==> src/hw/rtl/i2cee_pkg.sv <==
`default_nettype none
package i2cee_pkg;

  // payload widths
  localparam int CMD_W   = 3;
  localparam int ADDR_W  = 16;
  localparam int LEN_W   = 16;
  localparam int BYTE_W  = 8;
  localparam int ST_W    = 3;
  localparam int ACT_W   = 4;
  localparam int DEV_W   = 7;
  localparam int POLL_W  = 16;
  localparam int CHUNK_W = 9;
  localparam int KIND_W  = 2;
  localparam int CFG_IDX_W  = 1;
  localparam int CFG_DATA_W = 16;

  // transfer geometry (powers of two)
  localparam int PAGE_SIZE  = 16;
  localparam int READ_BLOCK = 256;

  // result queue
  localparam int MAX_RES   = 4;
  localparam int RES_IDX_W = $clog2(MAX_RES);
  localparam int RES_CNT_W = $clog2(MAX_RES + 1);
  localparam int FIFO_DEPTH = 8;

  localparam logic [DEV_W-1:0]  DEVICE_BASE_RST = DEV_W'(80);
  localparam logic [POLL_W-1:0] POLL_LIMIT_RST  = POLL_W'(1000);

  // commands
  localparam logic [CMD_W-1:0] CMD_SPLIT_WR  = 3'd0;
  localparam logic [CMD_W-1:0] CMD_SINGLE_WR = 3'd1;
  localparam logic [CMD_W-1:0] CMD_READ      = 3'd2;
  localparam logic [CMD_W-1:0] CMD_HOST_BYTE = 3'd3;
  localparam logic [CMD_W-1:0] CMD_STATUS    = 3'd4;

  // request kinds
  localparam logic [KIND_W-1:0] KIND_SPLIT = 2'd0;
  localparam logic [KIND_W-1:0] KIND_PAGE  = 2'd1;

  // bus status codes
  localparam logic [ST_W-1:0] ST_START_OK  = 3'd0;
  localparam logic [ST_W-1:0] ST_RSTART_OK = 3'd1;
  localparam logic [ST_W-1:0] ST_WADDR_ACK = 3'd2;
  localparam logic [ST_W-1:0] ST_DATA_ACK  = 3'd3;
  localparam logic [ST_W-1:0] ST_RADDR_ACK = 3'd4;

  // config register indexes
  localparam logic [CFG_IDX_W-1:0] REG_DEVICE_BASE = 1'b0;
  localparam logic [CFG_IDX_W-1:0] REG_POLL_LIMIT  = 1'b1;

  typedef enum logic [ACT_W-1:0] {
    ACT_START     = 4'd0,
    ACT_RSTART    = 4'd1,
    ACT_STOP      = 4'd2,
    ACT_SEND      = 4'd3,
    ACT_RECV_ACK  = 4'd4,
    ACT_RECV_NACK = 4'd5,
    ACT_READ      = 4'd6,
    ACT_OK        = 4'd7,
    ACT_ERR       = 4'd8
  } act_t;

  typedef enum logic [13:0] {
    PH_IDLE     = 14'b00000000000001,
    PH_W_START  = 14'b00000000000010,
    PH_W_DEV    = 14'b00000000000100,
    PH_W_WORD   = 14'b00000000001000,
    PH_W_WAIT   = 14'b00000000010000,
    PH_W_DATA   = 14'b00000000100000,
    PH_P_START  = 14'b00000001000000,
    PH_P_DEV    = 14'b00000010000000,
    PH_R_START  = 14'b00000100000000,
    PH_R_DEV    = 14'b00001000000000,
    PH_R_WORD   = 14'b00010000000000,
    PH_R_RSTART = 14'b00100000000000,
    PH_R_RDEV   = 14'b01000000000000,
    PH_R_DATA   = 14'b10000000000000
  } phase_t;

  typedef struct packed {
    act_t              action;
    logic [BYTE_W-1:0] out_byte;
    logic              last;
  } res_t;

  typedef struct packed {
    logic [RES_CNT_W-1:0]  n;
    res_t [MAX_RES-1:0]    res;
  } push_t;

  function automatic res_t mk_res(act_t act, logic [BYTE_W-1:0] b);
    res_t r;
    r.action   = act;
    r.out_byte = b;
    r.last     = 1'b0;
    return r;
  endfunction

  // 8-bit device address word: (base | addr[10:8]) << 1 | rw
  function automatic logic [BYTE_W-1:0] dev_byte(logic [DEV_W-1:0] base,
                                                 logic [ADDR_W-1:0] addr,
                                                 logic rw);
    logic [DEV_W-1:0] dev;
    dev = base | {4'b0000, addr[10:8]};
    return {dev, rw};
  endfunction

  function automatic logic [LEN_W-1:0] write_chunk(logic [KIND_W-1:0] kind,
                                                   logic [ADDR_W-1:0] addr,
                                                   logic [LEN_W-1:0] rem);
    logic [LEN_W-1:0] space;
    space = LEN_W'(PAGE_SIZE) - LEN_W'(addr % ADDR_W'(PAGE_SIZE));
    if (kind == KIND_PAGE) return rem;
    return (rem < space) ? rem : space;
  endfunction

  function automatic logic [CHUNK_W-1:0] read_chunk(logic [ADDR_W-1:0] addr,
                                                    logic [LEN_W-1:0] rem);
    logic [LEN_W-1:0] space;
    space = LEN_W'(READ_BLOCK) - LEN_W'(addr % ADDR_W'(READ_BLOCK));
    return (rem < space) ? rem[CHUNK_W-1:0] : space[CHUNK_W-1:0];
  endfunction

endpackage
`default_nettype wire

==> src/hw/rtl/i2cee_if.sv <==
`default_nettype none
interface i2cee_in_if
  import i2cee_pkg::*;
  ();
  logic              valid;
  logic              ready;
  logic [CMD_W-1:0]  command;
  logic [ADDR_W-1:0] start_address;
  logic [LEN_W-1:0]  transfer_length;
  logic [BYTE_W-1:0] data_byte;
  logic [ST_W-1:0]   bus_status;

  modport source (output valid, command, start_address, transfer_length, data_byte,
                  bus_status, input ready);
  modport sink   (input valid, command, start_address, transfer_length, data_byte,
                  bus_status, output ready);
endinterface

interface i2cee_out_if
  import i2cee_pkg::*;
  ();
  logic              valid;
  logic              ready;
  logic [ACT_W-1:0]  action;
  logic [BYTE_W-1:0] out_byte;
  logic              last;

  modport source (output valid, action, out_byte, last, input ready);
  modport sink   (input valid, action, out_byte, last, output ready);
endinterface
`default_nettype wire

==> src/hw/rtl/i2cee_res_fifo.sv <==
`default_nettype none
module i2cee_res_fifo
  import i2cee_pkg::*;
(
  input  wire logic     clk,
  input  wire logic     rst_n,
  input  wire push_t    push,
  output logic          room,
  i2cee_out_if.source   out_ch
);

  localparam int PTR_W = $clog2(FIFO_DEPTH);
  localparam int CNT_W = $clog2(FIFO_DEPTH + 1);

  res_t               mem [FIFO_DEPTH];
  logic [PTR_W-1:0]   wr_ptr_r, wr_ptr_nxt;
  logic [PTR_W-1:0]   rd_ptr_r, rd_ptr_nxt;
  logic [CNT_W-1:0]   count_r, count_nxt;
  logic               pop;
  res_t               head;

  assign pop  = out_ch.valid && out_ch.ready;
  // room for a full burst of results from one word
  assign room = (count_r <= CNT_W'(FIFO_DEPTH - MAX_RES));

  assign head            = mem[rd_ptr_r];
  assign out_ch.valid    = (count_r != '0);
  assign out_ch.action   = head.action;
  assign out_ch.out_byte = head.out_byte;
  assign out_ch.last     = head.last;

  assign wr_ptr_nxt = wr_ptr_r + PTR_W'(push.n);
  assign rd_ptr_nxt = rd_ptr_r + PTR_W'(pop);
  assign count_nxt  = count_r + CNT_W'(push.n) - CNT_W'(pop);

  always_ff @(posedge clk) begin
    for (int k = 0; k < MAX_RES; k++) begin
      if (RES_CNT_W'(k) < push.n) begin
        mem[wr_ptr_r + PTR_W'(k)] <= push.res[k];
      end
    end
  end

  always_ff @(posedge clk) begin
    if (!rst_n) begin
      wr_ptr_r <= '0;
      rd_ptr_r <= '0;
      count_r  <= '0;
    end else begin
      wr_ptr_r <= wr_ptr_nxt;
      rd_ptr_r <= rd_ptr_nxt;
      count_r  <= count_nxt;
    end
  end

  a_count_bound: assert property (@(posedge clk) disable iff (!rst_n)
    count_r <= CNT_W'(FIFO_DEPTH))
    else $error("result queue overfilled");

  a_push_room: assert property (@(posedge clk) disable iff (!rst_n)
    push.n != '0 |-> room)
    else $error("results pushed without room");

  a_count_track: assert property (@(posedge clk) disable iff (!rst_n)
    $past(rst_n) |-> count_r == $past(count_r) + CNT_W'($past(push.n)) - CNT_W'($past(pop)))
    else $error("queue count out of step with push and pop");

endmodule
`default_nettype wire

==> src/hw/rtl/i2c_eeprom_transfer_sequencer.sv <==
// Results of an accepted word pass through the registered result queue to out_ch,
//   one result word per cycle while out_ch.ready is high, up to three per input word.
// Throughput: one input word per cycle while the 8-entry result queue holds four
//   or fewer words; the queue drain rate (one per cycle) sets the sustained rate.
// Reset (rst_n low, synchronous): sequencer idle, address/count state cleared,
//   device_base = 80, poll_limit = 1000, result queue empty.
`default_nettype none
module i2c_eeprom_transfer_sequencer
  import i2cee_pkg::*;
(
  input  wire logic                  clk,
  input  wire logic                  rst_n,
  i2cee_in_if.sink                   in_ch,
  i2cee_out_if.source                out_ch,
  input  wire logic                  cfg_we,
  input  wire logic [CFG_IDX_W-1:0]  cfg_index,
  input  wire logic [CFG_DATA_W-1:0] cfg_wdata
);

  logic [DEV_W-1:0]   device_base_r;
  logic [POLL_W-1:0]  poll_limit_r;

  phase_t             phase_r, phase_nxt;
  logic [KIND_W-1:0]  kind_r, kind_nxt;
  logic [ADDR_W-1:0]  addr_r, addr_nxt;
  logic [LEN_W-1:0]   rem_r, rem_nxt;
  logic [CHUNK_W-1:0] chunk_r, chunk_nxt;
  logic [POLL_W-1:0]  polls_r, polls_nxt;

  logic               room;
  logic               in_fire;
  push_t              push;
  res_t [MAX_RES-1:0] res;
  logic [RES_CNT_W-1:0] n_cnt;

  // precomputed next-chunk terms
  logic [LEN_W-1:0]   wc, wc2, new_wc;
  logic [ADDR_W-1:0]  addr_step, addr_inc;
  logic [LEN_W-1:0]   rem_step, rem_dec;
  logic [CHUNK_W-1:0] chunk_dec, rc2, new_rc;
  logic [POLL_W-1:0]  polls_dec, poll_load;

  assign in_ch.ready = room;
  assign in_fire     = in_ch.valid && in_ch.ready;

  // config writes
  always_ff @(posedge clk) begin
    if (!rst_n) begin
      device_base_r <= DEVICE_BASE_RST;
      poll_limit_r  <= POLL_LIMIT_RST;
    end else if (cfg_we) begin
      unique case (cfg_index)
        REG_DEVICE_BASE: device_base_r <= cfg_wdata[DEV_W-1:0];
        REG_POLL_LIMIT:  poll_limit_r  <= cfg_wdata[POLL_W-1:0];
        default: ;
      endcase
    end
  end

  assign wc        = write_chunk(kind_r, addr_r, rem_r);
  assign addr_step = addr_r + wc;
  assign rem_step  = rem_r - wc;
  assign wc2       = write_chunk(kind_r, addr_step, rem_step);
  assign addr_inc  = addr_r + ADDR_W'(1);
  assign rem_dec   = rem_r - LEN_W'(1);
  assign chunk_dec = chunk_r - CHUNK_W'(1);
  assign rc2       = read_chunk(addr_inc, rem_dec);
  assign polls_dec = polls_r - POLL_W'(1);
  assign poll_load = (poll_limit_r != '0) ? poll_limit_r : POLL_W'(1);
  assign new_wc    = write_chunk(in_ch.command[KIND_W-1:0], in_ch.start_address,
                                 in_ch.transfer_length);
  assign new_rc    = read_chunk(in_ch.start_address, in_ch.transfer_length);

  always_comb begin
    phase_nxt = phase_r;
    kind_nxt  = kind_r;
    addr_nxt  = addr_r;
    rem_nxt   = rem_r;
    chunk_nxt = chunk_r;
    polls_nxt = polls_r;
    n_cnt     = '0;
    for (int k = 0; k < MAX_RES; k++) begin
      res[k] = mk_res(ACT_START, '0);
    end

    if (in_fire) begin
      priority if (phase_r == PH_IDLE) begin
        if (in_ch.command <= CMD_READ) begin
          kind_nxt = in_ch.command[KIND_W-1:0];
          addr_nxt = in_ch.start_address;
          rem_nxt  = in_ch.transfer_length;
          if (in_ch.command == CMD_SINGLE_WR && (in_ch.transfer_length == '0 ||
              in_ch.transfer_length > LEN_W'(PAGE_SIZE))) begin
            res[n_cnt[RES_IDX_W-1:0]] = mk_res(ACT_ERR, '0); n_cnt = n_cnt + 1'b1;
          end else if (in_ch.transfer_length == '0) begin
            res[n_cnt[RES_IDX_W-1:0]] = mk_res(ACT_OK, '0); n_cnt = n_cnt + 1'b1;
          end else if (in_ch.command == CMD_READ) begin
            chunk_nxt = new_rc;
            res[n_cnt[RES_IDX_W-1:0]] = mk_res(ACT_START, '0); n_cnt = n_cnt + 1'b1;
            phase_nxt = PH_R_START;
          end else begin
            chunk_nxt = new_wc[CHUNK_W-1:0];
            res[n_cnt[RES_IDX_W-1:0]] = mk_res(ACT_START, '0); n_cnt = n_cnt + 1'b1;
            phase_nxt = PH_W_START;
          end
        end
      end else if (phase_r == PH_W_WAIT) begin
        if (in_ch.command == CMD_HOST_BYTE) begin
          res[n_cnt[RES_IDX_W-1:0]] = mk_res(ACT_SEND, in_ch.data_byte);
          n_cnt = n_cnt + 1'b1;
          phase_nxt = PH_W_DATA;
        end
      end else if (in_ch.command == CMD_STATUS) begin
        unique case (phase_r)
          PH_W_START, PH_R_START: begin
            if (in_ch.bus_status != ST_START_OK) begin
              res[n_cnt[RES_IDX_W-1:0]] = mk_res(ACT_ERR, '0); n_cnt = n_cnt + 1'b1;
              phase_nxt = PH_IDLE;
            end else begin
              res[n_cnt[RES_IDX_W-1:0]] = mk_res(ACT_SEND,
                                                 dev_byte(device_base_r, addr_r, 1'b0));
              n_cnt = n_cnt + 1'b1;
              phase_nxt = (phase_r == PH_W_START) ? PH_W_DEV : PH_R_DEV;
            end
          end
          PH_W_DEV, PH_R_DEV: begin
            if (in_ch.bus_status != ST_WADDR_ACK) begin
              res[n_cnt[RES_IDX_W-1:0]] = mk_res(ACT_ERR, '0); n_cnt = n_cnt + 1'b1;
              phase_nxt = PH_IDLE;
            end else begin
              res[n_cnt[RES_IDX_W-1:0]] = mk_res(ACT_SEND, addr_r[BYTE_W-1:0]);
              n_cnt = n_cnt + 1'b1;
              phase_nxt = (phase_r == PH_W_DEV) ? PH_W_WORD : PH_R_WORD;
            end
          end
          PH_W_WORD: begin
            if (in_ch.bus_status != ST_DATA_ACK) begin
              res[n_cnt[RES_IDX_W-1:0]] = mk_res(ACT_ERR, '0); n_cnt = n_cnt + 1'b1;
              phase_nxt = PH_IDLE;
            end else begin
              phase_nxt = PH_W_WAIT;  // wait silently for the host byte
            end
          end
          PH_W_DATA: begin
            if (in_ch.bus_status != ST_DATA_ACK) begin
              res[n_cnt[RES_IDX_W-1:0]] = mk_res(ACT_ERR, '0); n_cnt = n_cnt + 1'b1;
              phase_nxt = PH_IDLE;
            end else begin
              chunk_nxt = chunk_dec;
              if (chunk_dec != '0) begin
                phase_nxt = PH_W_WAIT;
              end else begin
                res[n_cnt[RES_IDX_W-1:0]] = mk_res(ACT_STOP, '0); n_cnt = n_cnt + 1'b1;
                polls_nxt = poll_load;
                res[n_cnt[RES_IDX_W-1:0]] = mk_res(ACT_START, '0); n_cnt = n_cnt + 1'b1;
                phase_nxt = PH_P_START;
              end
            end
          end
          PH_P_START: begin
            if (in_ch.bus_status != ST_START_OK && in_ch.bus_status != ST_RSTART_OK) begin
              res[n_cnt[RES_IDX_W-1:0]] = mk_res(ACT_STOP, '0); n_cnt = n_cnt + 1'b1;
              res[n_cnt[RES_IDX_W-1:0]] = mk_res(ACT_ERR, '0); n_cnt = n_cnt + 1'b1;
              phase_nxt = PH_IDLE;
            end else begin
              res[n_cnt[RES_IDX_W-1:0]] = mk_res(ACT_SEND,
                                                 dev_byte(device_base_r, addr_r, 1'b0));
              n_cnt = n_cnt + 1'b1;
              phase_nxt = PH_P_DEV;
            end
          end
          PH_P_DEV: begin
            polls_nxt = polls_dec;
            res[n_cnt[RES_IDX_W-1:0]] = mk_res(ACT_STOP, '0); n_cnt = n_cnt + 1'b1;
            if (in_ch.bus_status == ST_WADDR_ACK) begin
              addr_nxt = addr_step;
              rem_nxt  = rem_step;
              if (kind_r == KIND_SPLIT && rem_step != '0) begin
                chunk_nxt = wc2[CHUNK_W-1:0];
                res[n_cnt[RES_IDX_W-1:0]] = mk_res(ACT_START, '0); n_cnt = n_cnt + 1'b1;
                phase_nxt = PH_W_START;
              end else begin
                res[n_cnt[RES_IDX_W-1:0]] = mk_res(ACT_OK, '0); n_cnt = n_cnt + 1'b1;
                phase_nxt = PH_IDLE;
              end
            end else if (polls_dec != '0) begin
              res[n_cnt[RES_IDX_W-1:0]] = mk_res(ACT_START, '0); n_cnt = n_cnt + 1'b1;
              phase_nxt = PH_P_START;
            end else begin
              res[n_cnt[RES_IDX_W-1:0]] = mk_res(ACT_ERR, '0); n_cnt = n_cnt + 1'b1;
              phase_nxt = PH_IDLE;
            end
          end
          PH_R_WORD: begin
            if (in_ch.bus_status != ST_DATA_ACK) begin
              res[n_cnt[RES_IDX_W-1:0]] = mk_res(ACT_ERR, '0); n_cnt = n_cnt + 1'b1;
              phase_nxt = PH_IDLE;
            end else begin
              res[n_cnt[RES_IDX_W-1:0]] = mk_res(ACT_RSTART, '0); n_cnt = n_cnt + 1'b1;
              phase_nxt = PH_R_RSTART;
            end
          end
          PH_R_RSTART: begin
            if (in_ch.bus_status != ST_RSTART_OK) begin
              res[n_cnt[RES_IDX_W-1:0]] = mk_res(ACT_ERR, '0); n_cnt = n_cnt + 1'b1;
              phase_nxt = PH_IDLE;
            end else begin
              res[n_cnt[RES_IDX_W-1:0]] = mk_res(ACT_SEND,
                                                 dev_byte(device_base_r, addr_r, 1'b1));
              n_cnt = n_cnt + 1'b1;
              phase_nxt = PH_R_RDEV;
            end
          end
          PH_R_RDEV: begin
            if (in_ch.bus_status != ST_RADDR_ACK) begin
              res[n_cnt[RES_IDX_W-1:0]] = mk_res(ACT_ERR, '0); n_cnt = n_cnt + 1'b1;
              phase_nxt = PH_IDLE;
            end else begin
              res[n_cnt[RES_IDX_W-1:0]] = mk_res((chunk_r == CHUNK_W'(1)) ?
                                                 ACT_RECV_NACK : ACT_RECV_ACK, '0);
              n_cnt = n_cnt + 1'b1;
              phase_nxt = PH_R_DATA;
            end
          end
          PH_R_DATA: begin
            // status is not checked after a receive
            res[n_cnt[RES_IDX_W-1:0]] = mk_res(ACT_READ, in_ch.data_byte);
            n_cnt = n_cnt + 1'b1;
            addr_nxt  = addr_inc;
            rem_nxt   = rem_dec;
            chunk_nxt = chunk_dec;
            if (chunk_dec != '0) begin
              res[n_cnt[RES_IDX_W-1:0]] = mk_res((chunk_dec == CHUNK_W'(1)) ?
                                                 ACT_RECV_NACK : ACT_RECV_ACK, '0);
              n_cnt = n_cnt + 1'b1;
            end else begin
              res[n_cnt[RES_IDX_W-1:0]] = mk_res(ACT_STOP, '0); n_cnt = n_cnt + 1'b1;
              if (rem_dec != '0) begin
                chunk_nxt = rc2;
                res[n_cnt[RES_IDX_W-1:0]] = mk_res(ACT_START, '0); n_cnt = n_cnt + 1'b1;
                phase_nxt = PH_R_START;
              end else begin
                res[n_cnt[RES_IDX_W-1:0]] = mk_res(ACT_OK, '0); n_cnt = n_cnt + 1'b1;
                phase_nxt = PH_IDLE;
              end
            end
          end
          default: ;
        endcase
      end else begin
        // any other word in this phase is dropped without a result
      end
    end

    if (n_cnt != '0) begin
      res[RES_IDX_W'(n_cnt - RES_CNT_W'(1))].last = 1'b1;
    end
  end

  assign push.n   = n_cnt;
  assign push.res = res;

  always_ff @(posedge clk) begin
    if (!rst_n) begin
      phase_r <= PH_IDLE;
      kind_r  <= '0;
      addr_r  <= '0;
      rem_r   <= '0;
      chunk_r <= '0;
      polls_r <= '0;
    end else begin
      phase_r <= phase_nxt;
      kind_r  <= kind_nxt;
      addr_r  <= addr_nxt;
      rem_r   <= rem_nxt;
      chunk_r <= chunk_nxt;
      polls_r <= polls_nxt;
    end
  end

  i2cee_res_fifo u_res_fifo (
    .clk    (clk),
    .rst_n  (rst_n),
    .push   (push),
    .room   (room),
    .out_ch (out_ch)
  );

  a_res_needs_word: assert property (@(posedge clk) disable iff (!rst_n)
    push.n != '0 |-> in_fire)
    else $error("results produced without an accepted word");

  a_host_byte_send: assert property (@(posedge clk) disable iff (!rst_n)
    in_fire && phase_r == PH_W_WAIT && in_ch.command == CMD_HOST_BYTE
      |-> push.n == RES_CNT_W'(1) && push.res[0].action == ACT_SEND)
    else $error("host byte did not produce a single send");

  a_read_addr_step: assert property (@(posedge clk) disable iff (!rst_n)
    in_fire && phase_r == PH_R_DATA && in_ch.command == CMD_STATUS
      |=> addr_r == $past(addr_r) + ADDR_W'(1))
    else $error("read address did not advance on received byte");

endmodule
`default_nettype wire
==> src/flat_wrapper.sv <==
// flat-port wrapper written by rule: the top's interface ports become plain ports
module i2c_eeprom_transfer_sequencer_flat import i2cee_pkg::*;
  (clk, rst_n, cfg_we, cfg_index, cfg_wdata, in_ch_valid, in_ch_command, in_ch_start_address, in_ch_transfer_length, in_ch_data_byte, in_ch_bus_status, in_ch_ready, out_ch_valid, out_ch_action, out_ch_out_byte, out_ch_last, out_ch_ready);
  i2cee_in_if in_ch_i ();
  i2cee_out_if out_ch_i ();
  input  wire logic clk;
  input  wire logic rst_n;
  input  wire logic cfg_we;
  input  wire logic [CFG_IDX_W-1:0] cfg_index;
  input  wire logic [CFG_DATA_W-1:0] cfg_wdata;
  input wire logic [$bits(in_ch_i.valid)-1:0] in_ch_valid;
  input wire logic [$bits(in_ch_i.command)-1:0] in_ch_command;
  input wire logic [$bits(in_ch_i.start_address)-1:0] in_ch_start_address;
  input wire logic [$bits(in_ch_i.transfer_length)-1:0] in_ch_transfer_length;
  input wire logic [$bits(in_ch_i.data_byte)-1:0] in_ch_data_byte;
  input wire logic [$bits(in_ch_i.bus_status)-1:0] in_ch_bus_status;
  output wire logic [$bits(in_ch_i.ready)-1:0] in_ch_ready;
  output wire logic [$bits(out_ch_i.valid)-1:0] out_ch_valid;
  output wire logic [$bits(out_ch_i.action)-1:0] out_ch_action;
  output wire logic [$bits(out_ch_i.out_byte)-1:0] out_ch_out_byte;
  output wire logic [$bits(out_ch_i.last)-1:0] out_ch_last;
  input wire logic [$bits(out_ch_i.ready)-1:0] out_ch_ready;
  assign in_ch_i.valid = in_ch_valid;
  assign in_ch_i.command = in_ch_command;
  assign in_ch_i.start_address = in_ch_start_address;
  assign in_ch_i.transfer_length = in_ch_transfer_length;
  assign in_ch_i.data_byte = in_ch_data_byte;
  assign in_ch_i.bus_status = in_ch_bus_status;
  assign in_ch_ready = in_ch_i.ready;
  assign out_ch_valid = out_ch_i.valid;
  assign out_ch_action = out_ch_i.action;
  assign out_ch_out_byte = out_ch_i.out_byte;
  assign out_ch_last = out_ch_i.last;
  assign out_ch_i.ready = out_ch_ready;
  i2c_eeprom_transfer_sequencer u_core (.clk(clk), .rst_n(rst_n), .in_ch(in_ch_i), .out_ch(out_ch_i), .cfg_we(cfg_we), .cfg_index(cfg_index), .cfg_wdata(cfg_wdata));
endmodule
==> config.mk <==
export PLATFORM = sky130hd
export DESIGN_NAME = i2c_eeprom_transfer_sequencer_flat
export DESIGN_NICKNAME = d
export VERILOG_FILES = /design/src/hw/rtl/i2cee_pkg.sv /design/src/hw/rtl/i2cee_if.sv /design/src/hw/rtl/i2cee_res_fifo.sv /design/src/hw/rtl/i2c_eeprom_transfer_sequencer.sv /design/src/flat_wrapper.sv
export SDC_FILE = /design/constraint.sdc
export NUM_CORES = 1
export LEC_CHECK = 0
export BUFFER_PORTS_ARGS = -buffer_cell sky130_fd_sc_hd__buf_2
export CAP_MARGIN = 20
export CELL_PAD_IN_SITES_DETAIL_PLACEMENT = 1
export CELL_PAD_IN_SITES_GLOBAL_PLACEMENT = 1
export CORE_UTILIZATION = 44
export CTS_CLUSTER_DIAMETER = 80
export DETAILED_ROUTE_END_ITERATION = 7
export GPL_TIMING_DRIVEN = 0
export PLACE_DENSITY = 0.86
export SYNTH_ARGS = -nofsm -noshare
export SYNTH_HDL_FRONTEND = slang
export SYNTH_SLANG_ARGS = --single-unit
==> constraint.sdc <==
create_clock -name clk -period 13.95 [get_ports clk]
set_input_delay 2.79 -clock clk [delete_from_list [all_inputs] [get_ports clk]]
set_output_delay 2.79 -clock clk [all_outputs]
set_load 0.02 [all_outputs]
# After elaboration in Yosys (flattened, before gate mapping)
# Memories as Yosys holds them, arrays and structs flattened. A register that Yosys moved wholly into a read port is not among the register bits.
# Cells that the tools add are included.
# classes
eq_ne	38
addsub	19
mux	127
n_reduce_logical	34
bitwise	4
n_lt_le_gt_ge	14
# op_table
operator	count
$mux 13	20
$mux 16	16
$mux 9	22
$mux 14	13
$pmux 14 s10	1
$pmux 13 s10	1
$pmux 16 s2	3
$lt 16x16->1	5
$mux 39	2
$reduce_bool 16->1	4
$bwmux 52	1
$mux 26	2
$mux 52	1
$pmux 13 s4	1
$mux 12	4
$mux 11	3
$sub 16x1->16 const B	2
$pmux 9 s3	1
$demux 13 s2	1
$mux 3	7
$mux 10	2
$sub 9x8->10 const A	2
$eq 9x1->1 const B	2
$mux 1	18
68 further kinds	102
# word_totals
reg_bits	106
mem_bits_rw	104
in_bits	68
n_memories	1
# memory_table
memory	words	width	read_ports	rd_ports_with_merged_regs	write_ports	line	rtl
u_core.u_res_fifo.mem	8	13	1	1	3	i2cee_res_fifo.sv:15	res_t mem [FIFO_DEPTH];

# Logic depth before layout (Yosys ltp)
# Gate-level depths: netlist of the first run.
# depth
ltp_word	17
mapped_depth	30
depth_no_buf	27

# Cells and area by module
# A second synthesis of the first run with hierarchy kept.
# unflattened
hier_cells	2113
hier_area_um2	17493.0
# modules_own_cells
module	seq_area_each_um2	cells_per_inst	area_each_um2	instances
i2c_eeprom_transfer_sequencer	1821.7	1409	9801.9	1
i2cee_res_fifo	3323.2	704	7691.1	1

# Worst setup path after synthesis of the first run
# OpenSTA, ideal clock, no wires.
# synth_timing
kind	register to register
startpoint	register u_core.addr_r[0]
endpoint	register u_core.chunk_r[3]
arrival_time_ps	5874
period_less_slack_ps	5932
path_stages_with_launch	31
setup_slack_ps	8018
cell_sequence	dfxtp_1 clkbuf_1 inv_1 ha_1 inv_1 ha_1 a21o_1 a21o_1 a21oi_1 o311a_1 or2_2 clkbuf_1 clkbuf_1 nand2_1 o21ai_0 ha_1 fa_1 inv_1 ha_1 inv_1 ha_1 a21boi_0 o21a_1 o21ai_0 nand2b_1 a21oi_1 nor4b_1 a31oi_4 mux2i_1 a2111oi_2 o21a_1
# synth_via
elab_chain_len	15
word_cells_on_any_way	27
cone_classes	6 x add/sub; 3 x order compare; 1 x eq/ne; 14 x mux; 3 x reduce/logical
# synth_rtl
item	line	rtl
start: declaration	i2c_eeprom_transfer_sequencer.sv:25	logic [ADDR_W-1:0] addr_r, addr_nxt;
start signal: assignment	i2c_eeprom_transfer_sequencer.sv:274	addr_r <= addr_nxt;
$sub 5x4->6	i2cee_pkg.sv:114	space = LEN_W'(PAGE_SIZE) - LEN_W'(addr % ADDR_W'(PAGE_SIZE));
$lt 16x16->1	i2cee_pkg.sv:116	return (rem < space) ? rem : space;
$mux 16 (2 in series)	i2cee_pkg.sv:116	
$add 16x16->16	i2c_eeprom_transfer_sequencer.sv:61	assign addr_step = addr_r + wc;
$sub 5x4->6	i2cee_pkg.sv:114	
$lt 16x16->1	i2cee_pkg.sv:116	
$mux 9 (2 in series)	i2cee_pkg.sv:116	
$mux 9	i2c_eeprom_transfer_sequencer.sv:178	if (kind_r == KIND_SPLIT && rem_step != '0) begin
$mux 9	i2c_eeprom_transfer_sequencer.sv:175	if (in_ch.bus_status == ST_WADDR_ACK) begin
$pmux 9 s3	i2c_eeprom_transfer_sequencer.sv:114	unique case (phase_r)
$mux 9	i2c_eeprom_transfer_sequencer.sv:113	end else if (in_ch.command == CMD_STATUS) begin
$mux 9	i2c_eeprom_transfer_sequencer.sv:107	end else if (phase_r == PH_W_WAIT) begin
$mux 9	i2c_eeprom_transfer_sequencer.sv:87	priority if (phase_r == PH_IDLE) begin
end signal: assignment	i2c_eeprom_transfer_sequencer.sv:276	chunk_r <= chunk_nxt;
end: declaration	i2c_eeprom_transfer_sequencer.sv:27	logic [CHUNK_W-1:0] chunk_r, chunk_nxt;
# Several ways; a longest one is shown, not always the timed one. The select of a mux whose other input is x is not followed.
# A chain may end at the register's enable or synchronous reset.

==> impl_metrics.toml, run 1 <==
[status]
status = "completed"

[setup_path]
cp_slowest_cell = "clkbuf_1"
max_stage_delay_ns = 0.51
cp.required_ns = 14.20
reg2regPathDepth = 27
worstPathArrival_ns = 8.02
critPathBufInv = 6
crit_family = "compound AO/OA/AOI/OAI gates"
critPathKind = "register to register"
cp-start-kind = "register"
worst-path-stages = 27
cp-end-kind = "register"
crit_fanout = 10

[clock_network]
cts_max_level = 1
cts_sinks = 205
cts-root-buf = "clkbuf_16"
clockBufferDepth = 3
cts_tree = "built"
clock_latency_ns = 0.55
clk_pin_slew_worst_paths_ns = 0.07
cts.repair.resized = 0
postCtsSetupBuffers = 0
cts_inserted_buffers = 24
cts.hold.buffers_added = 0

[synth]
seq_area_frac_synth_pct = 34.8
synth-seq-cells = 205
synth_edf_count = 104
synth_flop_cell = "edfxtp_1"
async_reset_ff_share_pct = 0
avgSynthCellArea_sq_um = 8.81
yosys_warnings = 0
synth_cells = 1680
synth_cell_type_count = 107
syn-cell-area_sq_mm = 0.0148
syn_nets = 1826

[run]
drv_cap = 0

[route]
viasPerCell = 6.51
drtIter0Drc = 1686
drt_first_pass_iters = 6
wl_per_cell_microns = 25.1
drtAntennaViolNets = 0
vias = 14600
drt-total-wl_microns = 56500
drc = 0

[power]
power_density_mw_per_mm2 = 196
leakagePower_nw = 6.23
ir_drop_mv = 0.133

[sta]
tightest_slew_ns = 1.13
clock_skew_ns = 0.0294
hold_ws_ns = 0.456
finalSetupViolCount = 0
tns_ns = 0
final.min_clock_period_ns = 7.77
drv_slew = 0
max_freq_mhz = 129
rsz0062_at_grt = "false"
final_hold_viol_count = 0
post-route-period-util_pct = 55.7
slew_headroom_pct = 24.4

[global_route]
grt_pass1_wl_microns = 86900
first_global_vias = 14900
grt-ovfl-total = 0
grt_use_total_pct = 33.2
antenna_found_initial = 0
grt_max_degree = 15

[floorplanning]
ios = 83
fp-row-count = 66
die-area_sq_mm = 0.0344
fp.coreArea_sq_mm = 0.0328
die_h_microns = 185
die_x_microns = 185
start_util_pct = 45.1

[final_layout]
area_growth_pct = 12.2
layout.nets = 1934
drive_gt1_share_pct = 14.5
post-route-util_pct = 50.7

[placement]
io_buffers = 75
dpl.hpwl_microns = 42500
gp_congestion = 0.987

[hold_path]
holdCritPathClass = "register to register"
holdPathStages = 2
==> cell usage in the layout (no fill, tap or decap), types with 12 or more instances in the layout <==
cell       Yosys  routed
and2_1        29      29
clkbuf_1      67      70
ha_1          74      74
edfxtp_1     104     104
nand2b_1      19      19
mux2_2        16      16
nand4_1       19      19
o21bai_1      16      15
nor3_1        42      42
inv_1         74      74
o21ai_1       12      12
buf_2         14      89
a21o_1        18      18
xor2_1        40      40
o211ai_1      26      26
buf_6         11      13
a21oi_1      121     121
a31oi_1       23      23
dfxtp_1      101     101
mux4_2        26      26
xnor2_1       35      35
clkbuf_16      0      24
o21ai_0       72      72
nor2_1       189     189
o221ai_1      20      20
mux2i_1       13      13
nand3_1       38      38
a211oi_1      31      31
nand2_1      184     184
nor4_1        17      17
==> logic make-up (layout without fill, tap and decap cells) <==
group | after synthesis | after routing | share of synthesized area [%]
buf+inv | 180 | 306 | 5.29
xor+xnor | 76 | 76 | 4.55
compound gates | 431 | 431 | 20.1
other cells | 0 | 1 | 0
mux | 55 | 55 | 6.05
simple gates | 655 | 655 | 22.4
fa+ha+maj | 78 | 78 | 6.80
flops | 205 | 205 | 34.8
==> worst paths after layout <==
| check | slack, ns | end | startpoint |
|---|---|---|---|
| worst max register to register | 6.18 | u_core.u_res_fifo.mem[0][10] | u_core.addr_r[0] |
| worst min register to register | 0.46 | u_core.device_base_r[2] | u_core.device_base_r[2] |
| worst min-delay path | 0.46 | u_core.device_base_r[2] | u_core.device_base_r[2] |
| worst max-delay path | 6.18 | u_core.u_res_fifo.mem[0][10] | u_core.addr_r[0] |
==> flip-flops by register name, summed over array words and instances (netlist names) <==
name,flops
u_core.phase_r,14
u_core.kind_r,2
u_core.u_res_fifo.rd_ptr_r,3
u_core.u_res_fifo.mem,104
u_core.addr_r,11
u_core.u_res_fifo.wr_ptr_r,3
u_core.device_base_r,7
u_core.polls_r,16
u_core.u_res_fifo.count_r,4
u_core.rem_r,16
u_core.chunk_r,9
u_core.poll_limit_r,16
==> cell type report <==
class / count / area, sq um
inverter: 76 / 285
clock buffer: 31 / 667
tap: 442 / 553
sequential: 205 / 5140
fill: 3932 / 16200
clock inverter: 13 / 151
timing repair buffer: 82 / 435
buffer: 104 / 498
multi-input combinational: 1295 / 8880
antenna: 1 / 2.50
==> stage by stage <==
| stage | total power (W) | setup WS [ns] | std cells | instance area [sq um] |
|---|---|---|---|---|
| after floorplan | 0.00205 | 8.02 | 1680 | 14800 |
| after global placement | 0.00247 | 6.69 | 2197 | 15700 |
| after detailed placement | 0.00255 | 6.35 | 2204 | 15800 |
| after CTS | 0.00321 | 6.34 | 2248 | 16600 |
| after global routing | 0.00343 | 5.73 | 2248 | 16600 |
| final | 0.00326 | 6.18 | 2249 | 16600 |
==> worst register-to-register path, cell delays in order (launching register included) <==
cell       delay, ns
dfxtp_1         0.37
clkbuf_1        0.51
inv_1           0.21
ha_1            0.38
inv_1           0.16
ha_1            0.25
a21o_1          0.16
a21o_1          0.18
a21oi_1         0.22
o311a_1         0.20
or2_2           0.12
clkbuf_1        0.36
clkbuf_1        0.44
nand2_1         0.11
o21ai_0         0.22
ha_1            0.25
inv_1           0.05
fa_1            0.41
a21o_1          0.24
a21oi_2         0.22
o221ai_2        0.21
a211o_1         0.37
a2111oi_4       0.41
nor4_2          0.14
a31oi_4         0.40
nor2_1          0.20
o21ai_1         0.46
o221ai_1        0.23
==> layer usage <==
metal	vias up	GRT usage (%)	wire length [microns]
li1	6380	-	-
met1	7170	42.4	22500
met2	868	53.9	25700
met3	220	6.94	5620
met4	0	14.7	2810
met5	-	0	0
==> Yosys cell counts, types with 16 or more instances <==
cell,instances,share of area [%]
nor2_1,189,4.8
nand2_1,184,4.7
a21oi_1,121,4.1
edfxtp_1,104,21
dfxtp_1,101,14
ha_1,74,6.3
inv_1,74,1.9
o21ai_0,72,2.4
clkbuf_1,67,1.7
nor3_1,42,1.4
xor2_1,40,2.4
nand3_1,38,1.3
xnor2_1,35,2.1
a211oi_1,31,1.6
and2_1,29,1.2
mux4_2,26,4.0
o211ai_1,26,1.3
a31oi_1,23,0.97
o221ai_1,20,1.2
nand2b_1,19,0.80
nand4_1,19,0.80
a21o_1,18,0.91
nor4_1,17,0.72
mux2_2,16,1.2
o21bai_1,16,0.81
==> report_power, final <==
part / total, W / internal (W) / switching (W)
Clock: 0.000660 / 0.000379 / 0.000282
Combinational: 0.00186 / 0.000695 / 0.00117
Sequential: 0.000734 / 0.000679 / 0.0000549
Total: 0.00326 / 0.00175 / 0.00150
Note: power is estimated with default switching activity, not from simulation.
==> run 2: changes to the inputs <==
--- a/config.mk
+++ b/config.mk
@@ -5,15 +5,16 @@
 export SDC_FILE = /design/constraint.sdc
 export NUM_CORES = 1
 export LEC_CHECK = 0
+export ABC_AREA = 1
 export BUFFER_PORTS_ARGS = -buffer_cell sky130_fd_sc_hd__buf_2
 export CAP_MARGIN = 20
 export CELL_PAD_IN_SITES_DETAIL_PLACEMENT = 1
 export CELL_PAD_IN_SITES_GLOBAL_PLACEMENT = 1
-export CORE_UTILIZATION = 44
+export CORE_UTILIZATION = 41
 export CTS_CLUSTER_DIAMETER = 80
 export DETAILED_ROUTE_END_ITERATION = 7
 export GPL_TIMING_DRIVEN = 0
-export PLACE_DENSITY = 0.86
+export PLACE_DENSITY = 0.89
 export SYNTH_ARGS = -nofsm -noshare
 export SYNTH_HDL_FRONTEND = slang
 export SYNTH_SLANG_ARGS = --single-unit
==> constraint.sdc (replaced) <==
create_clock -name clk -period 6.95 [get_ports clk]
set_input_delay 1.39 -clock clk [delete_from_list [all_inputs] [get_ports clk]]
set_output_delay 1.39 -clock clk [all_outputs]
set_load 0.02 [all_outputs]
==> run 2 against run 1 <==
- die area up 12%
- first-iteration DRC count is 17% lower
- sequential share of layout area decreased by 1.4 points
- global-route usage fell by 1.2 points
- setup slack lost 5.7 ns
- wire length up 10%
- highest routed layer unchanged
- synthesized area up 4.4%
- combinational power rose by 110%
- non-clock buffer count shrank 42
- count of clock-buffer cells in the layout decreased by 2
- power grew 110%
- critical path depth up 6
==> impl_metrics.toml, run 2 <==
[synth]
syn-cell-area_sq_mm = 0.0154
synth_cells = 2277
synthTopCellsByCount = "498 x nand2_1, 333 x nor2_1, 260 x inv_1, 170 x nand3_1, 167 x o21ai_0"
post-synth-top-count-cell = "nand2_1"
synth_compound_area_share_pct = 15.8
synth_top_family_by_area = "simple AND/OR/NAND/NOR gates"
yosysTopAreaCellShare_pct = 20.2
synth_xor_area_share_pct = 3.01
synth_cell_type_count = 56
synth_flop_cell = "edfxtp_1"
yosys.area_share.simple_pct = 32.5
synth_area_leaders = "edfxtp_1 20%, dfxtp_1 13%, nand2_1 12%, nor2_1 8.1%, inv_1 6.3%"
synthAdderAreaFrac_pct = 6.51
syn_nets = 2423
seq_area_frac_synth_pct = 33.3
synth_edf_count = 104
muxShareOfSynthArea_pct = 0
avgSynthCellArea_sq_um = 6.78
yosys_warnings = 0
synth-seq-cells = 205
async_reset_ff_share_pct = 0
synth_top_cell_by_area = "edfxtp_1"

[hold_path]
holdCritPathClass = "register to register"

[sta]
final.min_clock_period_ns = 6.45
drv_slew = 0
post-route-period-util_pct = 92.8
rsz0062_at_grt = "false"
tns_ns = 0
slew_headroom_pct = 36.5
hold_ws_ns = 0.486
max_freq_mhz = 155
final_hold_viol_count = 0
finalSetupViolCount = 0
clock_skew_ns = 0.0253
tightest_slew_ns = 0.953

[final_layout]
largest_register_ffs = 104
n_antenna_cell = 0
multi_input_area_sq_mm = 0.00895
final_cell_mix = "498 x nand2_1, 332 x nor2_1, 260 x inv_1"
regMostFlops = "u_core.u_res_fifo.mem"
final-seq-area_sq_mm = 0.00514
layout.nets = 2532
drive_gt1_share_pct = 9.19
final_common_cell = "nand2_1"
nFillCells = 4861
area_growth_pct = 12.8

[route]
viasPerCell = 5.80
drtIter0Drc = 1393
drc = 0
drt-total-wl_microns = 62300
wl_per_cell_microns = 21.4
vias = 16900
drt_first_pass_iters = 5
drtAntennaViolNets = 0

[floorplanning]
die_x_microns = 196
die_h_microns = 196
ios = 83
fp.coreArea_sq_mm = 0.0369
die-area_sq_mm = 0.0385
fp-row-count = 70
start_util_pct = 41.9

[setup_path]
max_stage_delay_ns = 0.46
critPathKind = "register to register"
cp-end-kind = "register"
crit_fanout = 9
cp.required_ns = 7.39
cpMostUsedCell = "nand2_1"
worstPathArrival_ns = 6.89
cp_slowest_cell = "ha_1"
critPathBufInv = 6
crit_family = "simple AND/OR/NAND/NOR gates"
cp-start-kind = "register"

[clock_network]
cts_inserted_buffers = 27
cts_sinks = 205
clock_latency_ns = 0.57
cts.hold.buffers_added = 0
cts_max_level = 1
clk_pin_slew_worst_paths_ns = 0.06
clockBufferDepth = 3
cts-root-buf = "clkbuf_16"
cts.repair.resized = 0
postCtsSetupBuffers = 0
cts_tree = "built"

[power]
p_sw_w = 0.00342
intPower_w = 0.00349
power_density_mw_per_mm2 = 397
pwr-share-clk_pct = 21.4
combPwrFrac_pct = 56.5
leakagePower_nw = 8.16
ir_drop_mv = 0.183
seqPwrFrac_pct = 22.2
p_sw_share_pct = 49.5

[global_route]
grt_max_degree = 14
antenna_found_initial = 0
grt_use_total_pct = 32.0
grt_pass1_wl_microns = 95900
grt-ovfl-total = 0
first_global_vias = 17300

[status]
status = "completed"

[run]
drv_cap = 0

[placement]
io_buffers = 77
gp_congestion = 1.00
dpl.hpwl_microns = 48600
[run 2: cell types whose count changed after synthesis, sizes merged, moves of 21 or more]
| cell | before | now |
|---|---|---|
| nand2 | 185 | 517 |
| inv | 75 | 284 |
| nor2 | 194 | 357 |
| nand3 | 39 | 175 |
| o21ai | 87 | 169 |
| and2 | 32 | 4 |
| mux4 | 26 | 0 |
| a211oi | 32 | 7 |
| o22ai | 10 | 35 |
| buf | 37 | 14 |
| o221ai | 23 | 2 |
[run 2: area by class of cell]
class	count	share of cell area (%)
flip-flops and latches	205	29.5
inverters	290	6.29
repair buffers	80	2.36
well taps	504	3.62
multi-input cells	1718	51.4
clock inverters	20	1.38
clock buffers	29	3.92
plain buffers	64	1.54
[run 2: cell families after synthesis]
logic type | count (synthesis)
AO/OA/AOI/OAI | 435
adder cells (fa/ha/maj) | 78
XOR/XNOR | 53
flip-flops | 205
AND/OR/NAND/NOR | 1152
buffers and inverters | 354
[run 2: final timing paths]
path,start,end,slack (ns),cells after the start
hold reg to reg,u_core.poll_limit_r[14],u_core.poll_limit_r[14],0.49,2
setup reg to reg,u_core.addr_r[0],u_core.chunk_r[1],0.50,33
setup / recovery,u_core.addr_r[0],u_core.chunk_r[1],0.50,33
hold / removal,u_core.poll_limit_r[14],u_core.poll_limit_r[14],0.49,2
[run 2: worst register-to-register path, delay by kind of cell, from the launching register on]
kind            cells  cell delay, ns
compound gates      7            1.15
simple gates       14            2.07
xor+xnor            1            0.24
flops               1            0.35
fa+ha+maj           5            1.55
buf+inv             6            0.96
[run 2: power groups by stage]
stage | sequential, W | clock (W) | combinational (W)
finish | 0.00153 | 0.00148 | 0.00390
detailed placement | 0.00155 | 0 | 0.00378
floorplan | 0.00151 | 0 | 0.00263
CTS | 0.00153 | 0.00148 | 0.00382
global placement | 0.00154 | 0 | 0.00360
global route | 0.00154 | 0.00152 | 0.00429
[run 2: per-layer routing]
layer	wire (microns)	track usage, %	vias up
met5	0	0	-
met4	3280	16.1	0
met3	4730	4.97	207
met2	28500	53.2	732
met1	25700	40.2	8129
li1	-	-	7823
[run 2: metrics by stage]
| stage | instances | cell area (sq um) | power, W | worst slack [ns] | utilization [%] |
|---|---|---|---|---|---|
| 2_1_floorplan | 2277 | 15400 | 0.00414 | 2.05 | - |
| 3_3_place_gp | 2858 | 16500 | 0.00514 | 0.570 | 44.6 |
| 3_5_place_dp | 2859 | 16500 | 0.00533 | 0.416 | 44.7 |
| 4_1_cts | 2908 | 17400 | 0.00682 | 0.394 | 47.2 |
| 5_1_grt | 2910 | 17400 | 0.00735 | 0.0551 | 47.3 |
| 6_report | 2910 | 17400 | 0.00691 | 0.502 | 47.3 |
